===== config.mk =====
export PLATFORM = sky130hd
export DESIGN_NAME = ssf_queue
export DESIGN_NICKNAME = d
export VERILOG_FILES = /design/src/rtl/core/ssf_pkg.sv /design/src/rtl/core/ssf_queue.sv
export SDC_FILE = /design/constraint.sdc
export NUM_CORES = 1
export LEC_CHECK = 0
export BUFFER_PORTS_ARGS = -buffer_cell sky130_fd_sc_hd__buf_2
export CAP_MARGIN = 20
export CORE_MARGIN = 2
export CORE_UTILIZATION = 56
export DETAILED_ROUTE_END_ITERATION = 7
export PLACE_DENSITY = 0.85
export SLEW_MARGIN = 5
export SYNTH_ARGS = -nofsm -noshare
export SYNTH_HDL_FRONTEND = slang
export SYNTH_SLANG_ARGS = --single-unit

===== constraint.sdc =====
create_clock -name clk_i -period 7.9 [get_ports clk_i]
set_clock_uncertainty 0.2 [all_clocks]
set_input_delay 0.395 -clock clk_i [delete_from_list [all_inputs] [get_ports clk_i]]
set_output_delay 0.395 -clock clk_i [all_outputs]
set_load 0.03 [all_outputs]

===== src/rtl/core/ssf_pkg.sv =====
package ssf_pkg;

  // Default sizes for the top-level parameters
  localparam int unsigned CHUNK_MAX_DEF   = 256;
  localparam int unsigned QUEUE_DEPTH_DEF = 2;

  // Packet framing
  localparam int unsigned PKT_LEN = 14;
  localparam logic [7:0]  HDR0    = 8'hAA;
  localparam logic [7:0]  HDR1    = 8'hBB;

  // Millivolts per volt, the divisor of the scaled product
  localparam logic [9:0] MV_PER_VOLT = 10'd1000;

  // Register reset values
  localparam logic [31:0] GAIN_HIGH_RST = 32'd818241123;
  localparam logic [31:0] GAIN_MID_RST  = 32'd314988190;
  localparam logic [31:0] GAIN_LOW_RST  = 32'd135601952;
  localparam logic [27:0] OFF_HIGH_RST  = 28'd90706372;
  localparam logic [27:0] OFF_MID_RST   = 28'd87672737;
  localparam logic [27:0] OFF_LOW_RST   = 28'd81147724;
  localparam logic [15:0] PERIOD_RST    = 16'd100;
  localparam logic [15:0] WINDOW_RST    = 16'd1000;

  // Configuration register indexes
  typedef enum logic [2:0] {
    CFG_GAIN_HIGH,
    CFG_GAIN_MID,
    CFG_GAIN_LOW,
    CFG_OFF_HIGH,
    CFG_OFF_MID,
    CFG_OFF_LOW,
    CFG_PERIOD,
    CFG_WINDOW
  } cfg_idx_e;

  // Input range selection
  typedef enum logic [1:0] {
    RANGE_HIGH,
    RANGE_MID,
    RANGE_LOW
  } range_e;

  // One measured sample handed from the front end to the back end
  typedef struct packed {
    logic [63:0] stamp;
    logic [11:0] mv;
    range_e      mode;
  } ssf_entry_t;

  // One finished packet payload
  typedef struct packed {
    logic [31:0] fbits;
    logic [63:0] stamp;
  } ssf_pkt_t;

  // Timestamp settings
  typedef struct packed {
    logic [15:0] period;
    logic [15:0] window;
  } ssf_timing_t;

  // Calibration settings, indexed by range_e
  typedef struct packed {
    logic [2:0][31:0] gain;
    logic [2:0][27:0] offset;
  } ssf_cal_t;

endpackage


===== src/rtl/core/ssf_queue.sv =====
module ssf_queue #(
  parameter int unsigned DEPTH = ssf_pkg::QUEUE_DEPTH_DEF
) (
  input  logic                clk_i,
  input  logic                rst_ni,
  input  logic                push_i,
  input  ssf_pkg::ssf_entry_t data_i,
  output logic                full_o,
  input  logic                pop_i,
  output ssf_pkg::ssf_entry_t data_o,
  output logic                empty_o
);
  import ssf_pkg::*;

  localparam int unsigned PTR_W = (DEPTH > 1) ? $clog2(DEPTH) : 1;
  localparam int unsigned CNT_W = $clog2(DEPTH + 1);

  ssf_entry_t       mem_q [DEPTH];
  logic [PTR_W-1:0] wr_ptr_q, rd_ptr_q;
  logic [CNT_W-1:0] cnt_q;
  logic             do_push, do_pop;

  assign full_o  = (cnt_q == CNT_W'(DEPTH));
  assign empty_o = (cnt_q == '0);
  assign do_push = push_i && !full_o;
  assign do_pop  = pop_i && !empty_o;
  assign data_o  = mem_q[rd_ptr_q];

  // pointers and fill count
  always_ff @(posedge clk_i or negedge rst_ni) begin
    if (!rst_ni) begin
      wr_ptr_q <= '0;
      rd_ptr_q <= '0;
      cnt_q    <= '0;
    end else begin
      if (do_push) begin
        wr_ptr_q <= (wr_ptr_q == PTR_W'(DEPTH - 1)) ? '0 : wr_ptr_q + 1'b1;
      end
      if (do_pop) begin
        rd_ptr_q <= (rd_ptr_q == PTR_W'(DEPTH - 1)) ? '0 : rd_ptr_q + 1'b1;
      end
      if (do_push && !do_pop) begin
        cnt_q <= cnt_q + 1'b1;
      end else if (do_pop && !do_push) begin
        cnt_q <= cnt_q - 1'b1;
      end
    end
  end

  // storage
  always_ff @(posedge clk_i) begin
    if (do_push) begin
      mem_q[wr_ptr_q] <= data_i;
    end
  end

  a_cnt_grow: assert property (@(posedge clk_i) disable iff (!rst_ni)
    (do_push && !do_pop) |=> (cnt_q == $past(cnt_q) + CNT_W'(1)))
    else $error("queue count lost a push");

endmodule


Word-level counts from Yosys, hierarchy flattened
Memory sizes are Yosys's and may differ from the RTL's.
Index checks and enable logic that the tools add are counted.
Word-level totals
  memories: 1
  memory bits (writable): 156
  register bits: 4
  output and inout bits: 80
  word-level logic and storage cells: 25
  input port bits: 82
Memories
  mem_q: words 2, width 78, read ports 1, clocked after memory_dff 0, wr ports 1, RTL line ssf_queue.sv:18  | ssf_entry_t mem_q [DEPTH];
Operators by class
  equality and inequality tests: 1
  $add $sub $neg: 4
  muxes and demuxes: 6
  reduce and logical (&&, ||, !) cells: 10
Operators with widths (number)
  1-bit logical AND: 4
  1-bit logical NOT: 4
  1-bit 2-to-1 mux: 4
  2-bit 2-to-1 mux: 2
  1-bit adder (second input constant): 2
  2-bit by 1-bit adder with 2-bit output (second input constant): 1
  2-bit equality test (second input constant): 1
  2-bit logical NOT: 1
  2-bit nonzero test: 1
  2-bit by 1-bit subtractor with 2-bit output (second input constant): 1

Logic depth before layout (Yosys ltp)
Gate-level depths: netlist (run 1).
  word-level depth: 7
  mapped depth: 7
  depth with buffers taken out: 7

Worst setup path after synthesis (run 1)
OpenSTA, ideal clock, no wires.
  kind: register -> register
  from: register cnt_q[0]
  to: memory mem_q[0][0] (netlist bit) (enable)
  setup slack: 3.287 ns
  stages on the path, launching flop included: 4
  arrival: 3.898 ns
  library setup time: 0.515 ns
  cell sequence: dfrtp_1 > nand2b_1 > nand2_1 > nor2_1
On the way
  longest elaborated chain between the ends: 5
RTL lines
  start, declared: RTL line ssf_queue.sv:20  | logic [CNT_W-1:0] cnt_q;
  start signal, assigned: RTL line ssf_queue.sv:43  | cnt_q <= cnt_q + 1'b1;
  start signal, assigned: RTL line ssf_queue.sv:45  | cnt_q <= cnt_q - 1'b1;
  2-bit equality test: RTL line ssf_queue.sv:23  | assign full_o = (cnt_q == CNT_W'(DEPTH));
  1-bit logical NOT: RTL line ssf_queue.sv:25  | assign do_push = push_i && !full_o;
  1-bit logical AND: RTL line ssf_queue.sv:25
  1-bit 2-to-1 mux: RTL line ssf_queue.sv:52  | if (do_push) begin
  1-bit 2-to-1 mux (implied by the code): RTL line ssf_queue.sv:53  | mem_q[wr_ptr_q] <= data_i;
  end, declared: RTL line ssf_queue.sv:18
No other way between the ends.

==> metrics.md, run 1 <==
| Metric | Value |
|---|---|
| Run status | complete, no violations |
| Fraction of layout cells with a size suffix above 1 | 51.3% |
| DRC viols | 0 |
| CP arrival | 2.32 ns |
| Final Setup Violations | 0 |
| Post-Route WL | 12,100 um |
| R2R cell count | 4 |
| Die width | 106 um |
| Initial antenna violation count | 0 |
| Global-route wire length before repair | 18,000 um |
| Hold crit path type | in2reg |
| Vias in the first global route | 3,478 |
| Vias/cell | 5.06 |
| Tightest Pin Transition | 1.10 ns |
| Seq/Total Area, Yosys | 81.6% |
| All-Layer GR Usage | 22.0% |
| Pre-Repair DR Iteration Count | 4 |
| Critical path origin | rd_ptr_q$_DFFE_PN0P_ |
| Area contributors post-synth | edfxtp_1 (80%), mux2_2 (13%), mux2_4 (2.6%), dfrtp_1 (1.7%), buf_6 (0.58%) |
| Path type of the worst setup path | reg2out |
| Critical Path Sink Type | primary output |
| Syn Nets | 345 |
| F_max | 0.343 GHz |
| H-tree levels | 4 |
| R2r startpoint | cnt_q[0]$_DFFE_PN0P_ |
| YS warnings | 0 |
| Power Total | 3.16 mW |
| Worst skew pair latency | 0.51 ns |
| Area growth syn-to-layout | 39.9% |
| CTS clock-pin slew for the worst setup and hold paths | 0.06 ns |
| Core box area | 10,200 um^2 |
| Ant. Diodes | 0 |
| Final Hold Viols | 0 |
| DRT iter0 DRCs | 161 |
| Clock sink total | 160 |
| Cell count after synthesis | 262 |
| Post-synth top area cell | edfxtp_1 |
| Routed wire length per instance | 18.2 um |
| Power per cell area | 385 nW/um^2 |
| Final period utilization | 37.0% |
| TritonCTS clock tree | built |
| Crit Path Max Fanout | 79 |
| FP Rows | 37 |
| Syn Area/Cell | 22.4 um^2 |
| Max-Cap Viols | 0 |
| Pins over their slew limit | 0 |
| Library cells used by synthesis | 15 |
| Routed Antenna Nets | 0 |
| Die area | 11,300 um^2 |
| Post-DP HPWL | 6460 um |
| Largest net degree at the start of global routing | 80 |
| Slew Limit Headroom | 26.9% |
| Initial Util | 57.3% |
| Fillcell total | 544 |
| Required time worst endpoint | 7.30 ns |
| Clock buffer count from CTS | 17 |
| Top-area cell type share of the netlist area | 79.9% |
| CP Launch Type | register |
| GPL Wtd Cong | 0.733 |
| PostCTS Resize Cnt | 0 |
| Die height | 106 um |
| Port bufs | 161 |
| Setup TNS | 0 ns |
| Unrepaired setup endpoints after global routing | no |
| Max IR drop VDD | 399 uV |
| Global-route congestion overflow total | 0 |
| Clock root buffer | clkbuf_8 |
| Final min period | 2.92 ns |
| Vias | 3,357 |
| Top Ports | 162 |
| Clk buf depth | 2 |
| #FFs+latches synth | 160 |
| Static Leak | 3.16 nW |
| Hold Crit Depth | 3 |
| Post-Synthesis Cell Area | 5860 um^2 |
| # nets final | 598 |
| Critical hold path startpoint | pop_i |
## path summary, 6_finish.rpt
kind / endpoint / slack (ns)
setup reg to reg: mem_q[0][61]$_DFFE_PP_ / 5.52
min in group asynchronous: cnt_q[0]$_DFFE_PN0P_ / 0.60
max in group asynchronous: rd_ptr_q$_DFFE_PN0P_ / 6.68
setup / recovery: data_o[69] / 4.98
hold / removal: rd_ptr_q$_DFFE_PN0P_ / 0.08
hold reg to reg: cnt_q[1]$_DFFE_PN0P_ / 0.37
## what timing repair did
action | in CTS | in global routing
buffers inserted | 0 | 0
hold buffers | 80 | 0
endpoints found under the hold margin | 160 | 0
## cell usage after synthesis
cell        n
edfxtp_1  156
mux2_2     68
mux2_4     10
buf_2       6
dfrtp_1     4
buf_6       3
nor2_1      3
xnor2_1     3
inv_1       2
xor2_1      2
and3_1      1
ha_1        1
nand2_1     1
nand2b_1    1
o21ai_0     1
## layout by cell type (no fill, tap or decap), drive strengths merged, types with 2 or more instances in the layout
cell	synthesis	routed
xor2	2	2
edfxtp	156	156
inv	2	3
nor2	3	3
mux2	78	78
buf	9	163
bufinv	0	4
clkinv	0	2
dfrtp	4	4
xnor2	3	3
clkinvlp	0	3
clkbuf	0	22
dlygate4sd3	0	80
## cell type report
type	count	area, um^2	share of cell area (%)
timing repair buffer	243	1620	19.8
sequential	160	4790	58.4
multi-input combinational	91	1020	12.4
clock buffer	22	433	5.28
tap	136	170	2.08
inverter	2	7.51	0.0916
clock inverter	10	161	1.97
## power breakdown
group	internal, mW	switching, mW
clock	0.513	0.304
combinational	0.393	0.646
sequential	1.16	0.137
## per-stage QoR
| step | util [%] | cell area (um^2) | cells | worst slack [ns] | hold WS, ns |
|---|---|---|---|---|---|
| floorplan | - | 5860 | 262 | 3.29 | -0.101 |
| global placement | 66.5 | 6800 | 552 | 5.55 | 0.00323 |
| detailed placement | 66.5 | 6800 | 552 | 5.52 | 0.0108 |
| CTS | 80.1 | 8200 | 664 | 4.97 | 0.0211 |
| global route | 80.1 | 8200 | 664 | 4.88 | 0.0588 |
| finish | 80.1 | 8200 | 664 | 4.98 | 0.0778 |
## worst max-delay path, stage by stage, from the launching register on
cell and delay [ns]:
dfrtp_4 1.14, mux2_2 0.43, buf_2 0.18
## flip-flops by register name, summed over array words and instances, names as in the netlist
name / cells
rd_ptr_q: 1
wr_ptr_q: 1
mem_q: 156
cnt_q: 2
## per-layer routing
layer	track usage, %	vias up	share of wire [%]
met4	9.02	0	2.1
met1	24.2	1673	36
met3	5.82	20	5.2
li1	-	1541	-
met2	40.2	123	57
met5	0	-	0
## cell families (layout without fill, tap and decap cells)
family	Yosys count	count (layout)	share of synthesized area [%]
flops	160	160	81.6
mux	78	78	15.6
buf+inv	11	277	1.22
simple gates	6	6	0.470
xor+xnor	5	5	0.747
fa+ha+maj	1	1	0.213
compound gates	1	1	0.0853
Note: power is estimated with default switching activity, not from simulation.
==> run 2: changes to the inputs <==
--- a/config.mk
+++ b/config.mk
@@ -5,12 +5,13 @@
 export SDC_FILE = /design/constraint.sdc
 export NUM_CORES = 1
 export LEC_CHECK = 0
+export ABC_AREA = 1
 export BUFFER_PORTS_ARGS = -buffer_cell sky130_fd_sc_hd__buf_2
 export CAP_MARGIN = 20
 export CORE_MARGIN = 2
-export CORE_UTILIZATION = 56
+export CORE_UTILIZATION = 47
 export DETAILED_ROUTE_END_ITERATION = 7
-export PLACE_DENSITY = 0.85
+export PLACE_DENSITY = 0.76
 export SLEW_MARGIN = 5
 export SYNTH_ARGS = -nofsm -noshare
 export SYNTH_HDL_FRONTEND = slang
==> constraint.sdc (replaced) <==
create_clock -name clk_i -period 2.6 [get_ports clk_i]
set_clock_uncertainty 0.2 [all_clocks]
set_input_delay 0.13 -clock clk_i [delete_from_list [all_inputs] [get_ports clk_i]]
set_output_delay 0.13 -clock clk_i [all_outputs]
set_load 0.03 [all_outputs]
==> metrics.md, run 2 <==
| Metric | Value |
|---|---|
| Run status | complete, no violations |
| CP peak stage delay | 0.58 ns |
| Initial Util | 48.7% |
| CP arrival | 2.02 ns |
| Vias/cell | 4.69 |
| Post-Synthesis Cell Area | 5900 um^2 |
| Final instance area | 8240 um^2 |
| H-tree levels | 4 |
| Non-filler cells in the finished layout | 872 |
| CP Launch Type | register |
| Power Total | 9.64 mW |
| GPL Wtd Cong | 0.777 |
| Placed Instances | 757 |
| Setup ws final | 0.246 ns |
| Routed wire length per instance | 14.7 um |
| Post-DP HPWL | 7310 um |
| Max stage delay cell, worst path | dfrtp_2 |
| Worst skew pair latency | 0.41 ns |
| Top_reg_cell synth | edfxtp_1 |
| YS warnings | 0 |
| Post-synth top area cell | edfxtp_1 |
| Setup TNS | 0 ns |
| Path type of the worst setup path | reg2out |
| Pins over their slew limit | 0 |
| Max reg flops | 156 |
| DRC viols | 0 |
| Pre-Repair DR Iteration Count | 5 |
| # nets final | 773 |
| Global-route wire length before repair | 19,800 um |
| Syn Area/Cell | 13.4 um^2 |
| Final Hold Viols | 0 |
| Commonest non-fill, non-tap cell in the layout | nand2_1 |
| Unrepaired setup endpoints after global routing | no |
| Commonest cells after routing, fill and taps aside | nand2_1 (243), buf_2 (161), edfxtp_1 (156), dlygate4sd3_1 (82), clkbuf_16 (17) |
| Tightest Pin Transition | 0.546 ns |
| DRT iter0 DRCs | 302 |
| Library cells used by synthesis | 15 |
| DP Area | 6900 um^2 |
| Vias | 4,092 |
| Clock sink total | 160 |
| #FFs+latches synth | 160 |
| Largest net degree at the start of global routing | 79 |
| Port bufs | 161 |
| Top cells by count, synth | nand2_1 (243), edfxtp_1 (156), buf_2 (12) |
| FFs w/ async S/R, synth | 2.50% |
| Seq/Total Area, Yosys | 81.1% |
| Area growth syn-to-layout | 39.6% |
| Vias in the first global route | 4,187 |
| Hold crit path type | in2reg |
| Die width | 116 um |
| Post-Place Setup Slack | 0.638 ns |
| Die area | 13,500 um^2 |
| Max IR drop VDD | 692 uV |
| Cell count after synthesis | 439 |
| Top flop regs | mem_q (156), cnt_q (2) |
| Static Leak | 3.55 nW |
| FP Rows | 40 |
| Critical Path Sink Type | primary output |
| Syn Nets | 522 |
| Required time worst endpoint | 2.27 ns |
| Fillcell total | 880 |
| Crit-path cells | inv_4, buf_12, nand2_1, nand2_1, buf_2 |
| Crit Path Max Fanout | 48 |
| Crit-path most repeated cell | nand2_1 |
| Clock buffer count from CTS | 17 |
| Power per cell area | 1170 nW/um^2 |
| Largest Register | mem_q |
| Fraction of layout cells with a size suffix above 1 | 27.5% |
| Final period utilization | 90.5% |
| Routed Antenna Nets | 0 |
| Area contributors post-synth | edfxtp_1 (79%), nand2_1 (15%), dfrtp_1 (1.7%), buf_2 (1.0%), buf_6 (0.57%) |
| Final Setup Violations | 0 |
| Slew Limit Headroom | 63.6% |
| Global-route congestion overflow total | 0 |
| Final min period | 2.35 ns |
| All-Layer GR Usage | 19.7% |
| Top-area cell type share of the netlist area | 79.4% |
| Top-count cell post-synth | nand2_1 |
| Core box area | 12,100 um^2 |
| F_max | 0.425 GHz |
| Top Ports | 162 |
| TritonCTS clock tree | built |
| Initial antenna violation count | 1 |
| Post-Route WL | 12,800 um |
| Die height | 116 um |
| EDFF count, synth | 156 |
| Clk buf depth | 2 |
| Hold WS | 0.235 ns |
| Final Util | 68.0% |
| CTS clock-pin slew for the worst setup and hold paths | 0.06 ns |
| Max-Cap Viols | 0 |
| Clock root buffer | clkbuf_16 |
run 2: kinds of logic (layout without fill, tap and decap cells):
kind of cell	count (synthesis)	in the layout	synth area share (%)
flops	160	160	81.1
compound gates	2	2	0.170
other cells	0	1	0
fa+ha+maj	1	1	0.212
buf+inv	25	289	2.40
simple gates	250	250	16.0
xor+xnor	1	1	0.148
run 2: path summary, 6_finish.rpt:
path	from	endpoint	slack [ns]	cells after the start
worst min-delay path	data_i[58]	mem_q[1][58]$_DFFE_PP_	0.24	2
min in group asynchronous	rst_ni	cnt_q[1]$_DFFE_PN0P_	0.43	3
worst max register to register	cnt_q[1]$_DFFE_PN0P_	mem_q[0][59]$_DFFE_PP_	0.60	6
worst min register to register	wr_ptr_q$_DFFE_PN0P_	wr_ptr_q$_DFFE_PN0P_	0.30	2
worst max-delay path	rd_ptr_q$_DFFE_PN0P_	data_o[49]	0.25	5
max in group asynchronous	rst_ni	rd_ptr_q$_DFFE_PN0P_	1.58	3
run 2: power by group:
group,internal (mW),switching (mW),total [mW]
Clock,1.30,0.903,2.20
Combinational,0.963,2.75,3.71
Sequential,3.52,0.209,3.73
Total,5.78,3.86,9.64
run 2: repair_timing:
| item | CTS | global route |
|---|---|---|
| buffers inserted | 0 | 0 |
| resized for setup | 0 | 0 |
| hold endpoints to repair | 163 | 0 |
| hold buffers | 82 | 0 |
run 2: metal layers:
| layer | up-vias | GRT usage, % | share of wire, % | wire [um] |
|---|---|---|---|---|
| met2 | 183 | 33.9 | 52 | 6620 |
| met3 | 20 | 5.60 | 6.7 | 867 |
| met4 | 0 | 9.05 | 1.8 | 233 |
| li1 | 1984 | - | - | - |
| met1 | 1905 | 23.0 | 40 | 5130 |
| met5 | - | 0 | 0 | 0 |
run 2: cell type report:
cell class                 instances  area [um^2]  area share, %
tap                              168          210           2.55
sequential                       160         4790           58.1
multi-input combinational        254          992           12.0
timing repair buffer             249         1700           20.6
clock buffer                      23          448           5.44
inverter                           8         36.3          0.440
antenna                            1         2.50         0.0304
clock inverter                     9         67.6          0.820
run 2: worst max-delay path: cells and delay by family, from the launching register on:
kind,cells,cell delay (ns)
buffers and inverters,3,0.83
DFF,1,0.58
and+or+nand+nor,2,0.17
==> run 3: changes to the inputs <==
--- a/config.mk
+++ b/config.mk
@@ -9,9 +9,9 @@
 export BUFFER_PORTS_ARGS = -buffer_cell sky130_fd_sc_hd__buf_2
 export CAP_MARGIN = 20
 export CORE_MARGIN = 2
-export CORE_UTILIZATION = 47
+export CORE_UTILIZATION = 52
 export DETAILED_ROUTE_END_ITERATION = 7
-export PLACE_DENSITY = 0.76
+export PLACE_DENSITY = 0.79
 export SLEW_MARGIN = 5
 export SYNTH_ARGS = -nofsm -noshare
 export SYNTH_HDL_FRONTEND = slang
==> constraint.sdc (replaced) <==
create_clock -name clk_i -period 2.7 [get_ports clk_i]
set_clock_uncertainty 0.2 [all_clocks]
set_input_delay 0.135 -clock clk_i [delete_from_list [all_inputs] [get_ports clk_i]]
set_output_delay 0.135 -clock clk_i [all_outputs]
set_load 0.03 [all_outputs]
==> metrics.md, run 3 (same netlist as run 2, synthesis figures left out) <==
| Metric | Value |
|---|---|
| Run status | complete, no violations |
| Final Hold Viols | 0 |
| Crit-path cells | inv_4, buf_12, nand2_1, nand2_1, buf_2 |
| Top Ports | 162 |
| Power per cell area | 1150 nW/um^2 |
| R2r startpoint | cnt_q[1]$_DFFE_PN0P_ |
| Max-Cap Viols | 0 |
| Max IR drop VDD | 973 uV |
| Routed wire length per instance | 15.5 um |
| Crit Path Max Fanout | 46 |
| F_max | 0.458 GHz |
| Core box area | 10,900 um^2 |
| Vias | 4,132 |
| FP Rows | 38 |
| R2R cell count | 6 |
| Fillcell total | 670 |
| Final period utilization | 80.9% |
| Clock buffer count from CTS | 17 |
| Routed Antenna Nets | 0 |
| R2R Path End | mem_q[0][72]$_DFFE_PP_ |
| CP delay by family, top | buffers and inverters |
| GPL Wtd Cong | 0.829 |
| Critical hold path startpoint | data_i[65] |
| Post-Route WL | 13,100 um |
| Static Leak | 3.55 nW |
| Critical Path Sink Type | primary output |
| Non-filler cells in the finished layout | 843 |
| Setup TNS | 0 ns |
| Clock root buffer | clkbuf_16 |
| Hold crit path type | in2reg |
| Final instance area | 8240 um^2 |
| PostCTS Resize Cnt | 0 |
| Post-DP HPWL | 7400 um |
| Largest net degree at the start of global routing | 80 |
| Commonest non-fill, non-tap cell in the layout | nand2_1 |
| Register Area | 4790 um^2 |
| Vias in the first global route | 4,341 |
| Port bufs | 161 |
| Placed Instances | 729 |
| Crit-path most repeated cell | nand2_1 |
| H-tree levels | 4 |
| Hold Buf Count CTS | 82 |
| Max stage delay cell, worst path | dfrtp_2 |
| Global-route congestion overflow total | 0 |
| DRT iter0 DRCs | 200 |
| Clock sink total | 160 |
| Unrepaired setup endpoints after global routing | no |
| Commonest cells after routing, fill and taps aside | nand2_1 (243), buf_2 (161), edfxtp_1 (156), dlygate4sd3_1 (82), clkbuf_16 (17) |
| TritonCTS clock tree | built |
| Top flop regs | mem_q (156), cnt_q (2) |
| Path type of the worst setup path | reg2out |
| Max reg flops | 156 |
| Die width | 111 um |
| Ant. Diodes | 0 |
| CP peak stage delay | 0.43 ns |
| Area growth syn-to-layout | 39.7% |
| FF-to-FF setup slack | 0.70 ns |
| Final Util | 75.4% |
| Final Setup Violations | 0 |
| Hold Path End | mem_q[0][65]$_DFFE_PP_ |
| # nets final | 773 |
| CP arrival | 1.85 ns |
| Die area | 12,200 um^2 |
| Setup bufs post-CTS | 0 |
| Initial Util | 54.0% |
| DRC viols | 0 |
| Tightest Pin Transition | 0.541 ns |
| Global-route wire length before repair | 20,800 um |
| Final min period | 2.18 ns |
| Required time worst endpoint | 2.37 ns |
| Pins over their slew limit | 0 |
| Hold Crit Depth | 2 |
| Fraction of layout cells with a size suffix above 1 | 28.2% |
| Pre-Repair DR Iteration Count | 5 |
| Clk buf depth | 2 |
| Buf/Inv on CP | 3 |
| All-Layer GR Usage | 21.8% |
| Multi-input logic area | 992 um^2 |
| Vias/cell | 4.90 |
| CTS clock-pin slew for the worst setup and hold paths | 0.06 ns |
| Largest Register | mem_q |
| Initial antenna violation count | 0 |
| CP Launch Type | register |
| Worst skew pair latency | 0.41 ns |
| DP Area | 6870 um^2 |
| Die height | 111 um |
| Slew Limit Headroom | 64.0% |
-- run 3: how the worst max path moves through the flow --
stage / from / end / slack (ns) / depth (start not counted)
after floorplan: cnt_q[0]$_DFFE_PN0P_ / mem_q[0][0]$_DFFE_PP_ / 0.09 / 4
after global placement: cnt_q[1]$_DFFE_PN0P_ / mem_q[0][41]$_DFFE_PP_ / 0.79 / 6
after detailed placement: cnt_q[1]$_DFFE_PN0P_ / mem_q[0][41]$_DFFE_PP_ / 0.72 / 6
after CTS: rd_ptr_q$_DFFE_PN0P_ / data_o[76] / 0.50 / 5
after global routing: rd_ptr_q$_DFFE_PN0P_ / data_o[69] / 0.40 / 5
final: rd_ptr_q$_DFFE_PN0P_ / data_o[69] / 0.52 / 5
-- run 3: area by class of cell --
cell class                 instances  area share [%]
sequential                       160            58.1
tap                              140            2.12
inverter                           8           0.440
clock buffer                      22            5.39
clock inverter                    10            1.38
timing repair buffer             249            20.6
multi-input combinational        254            12.0
-- run 3: metal layers --
metal	up-vias	part of all wire (%)	global-route usage [%]
met5	-	0	0
met4	0	1.7	9.17
met2	165	54	39.8
li1	1976	-	-
met1	1967	38	24.0
met3	24	6.6	5.49
-- run 3: through the flow --
step                      hold WS [ns]  total power, mW  setup slack, ns
after global placement          -0.255             7.05            0.788
final                            0.239             9.45            0.517
after detailed placement        -0.249             7.15            0.719
after CTS                        0.225             9.48            0.504
after global routing             0.237             9.92            0.397
after floorplan                 -0.361             6.09           0.0919
-- run 3: where the power goes --
group,switching [mW],internal (mW)
Clock,0.888,1.35
Sequential,0.159,3.39
Combinational,2.73,0.932
Total,3.78,5.68
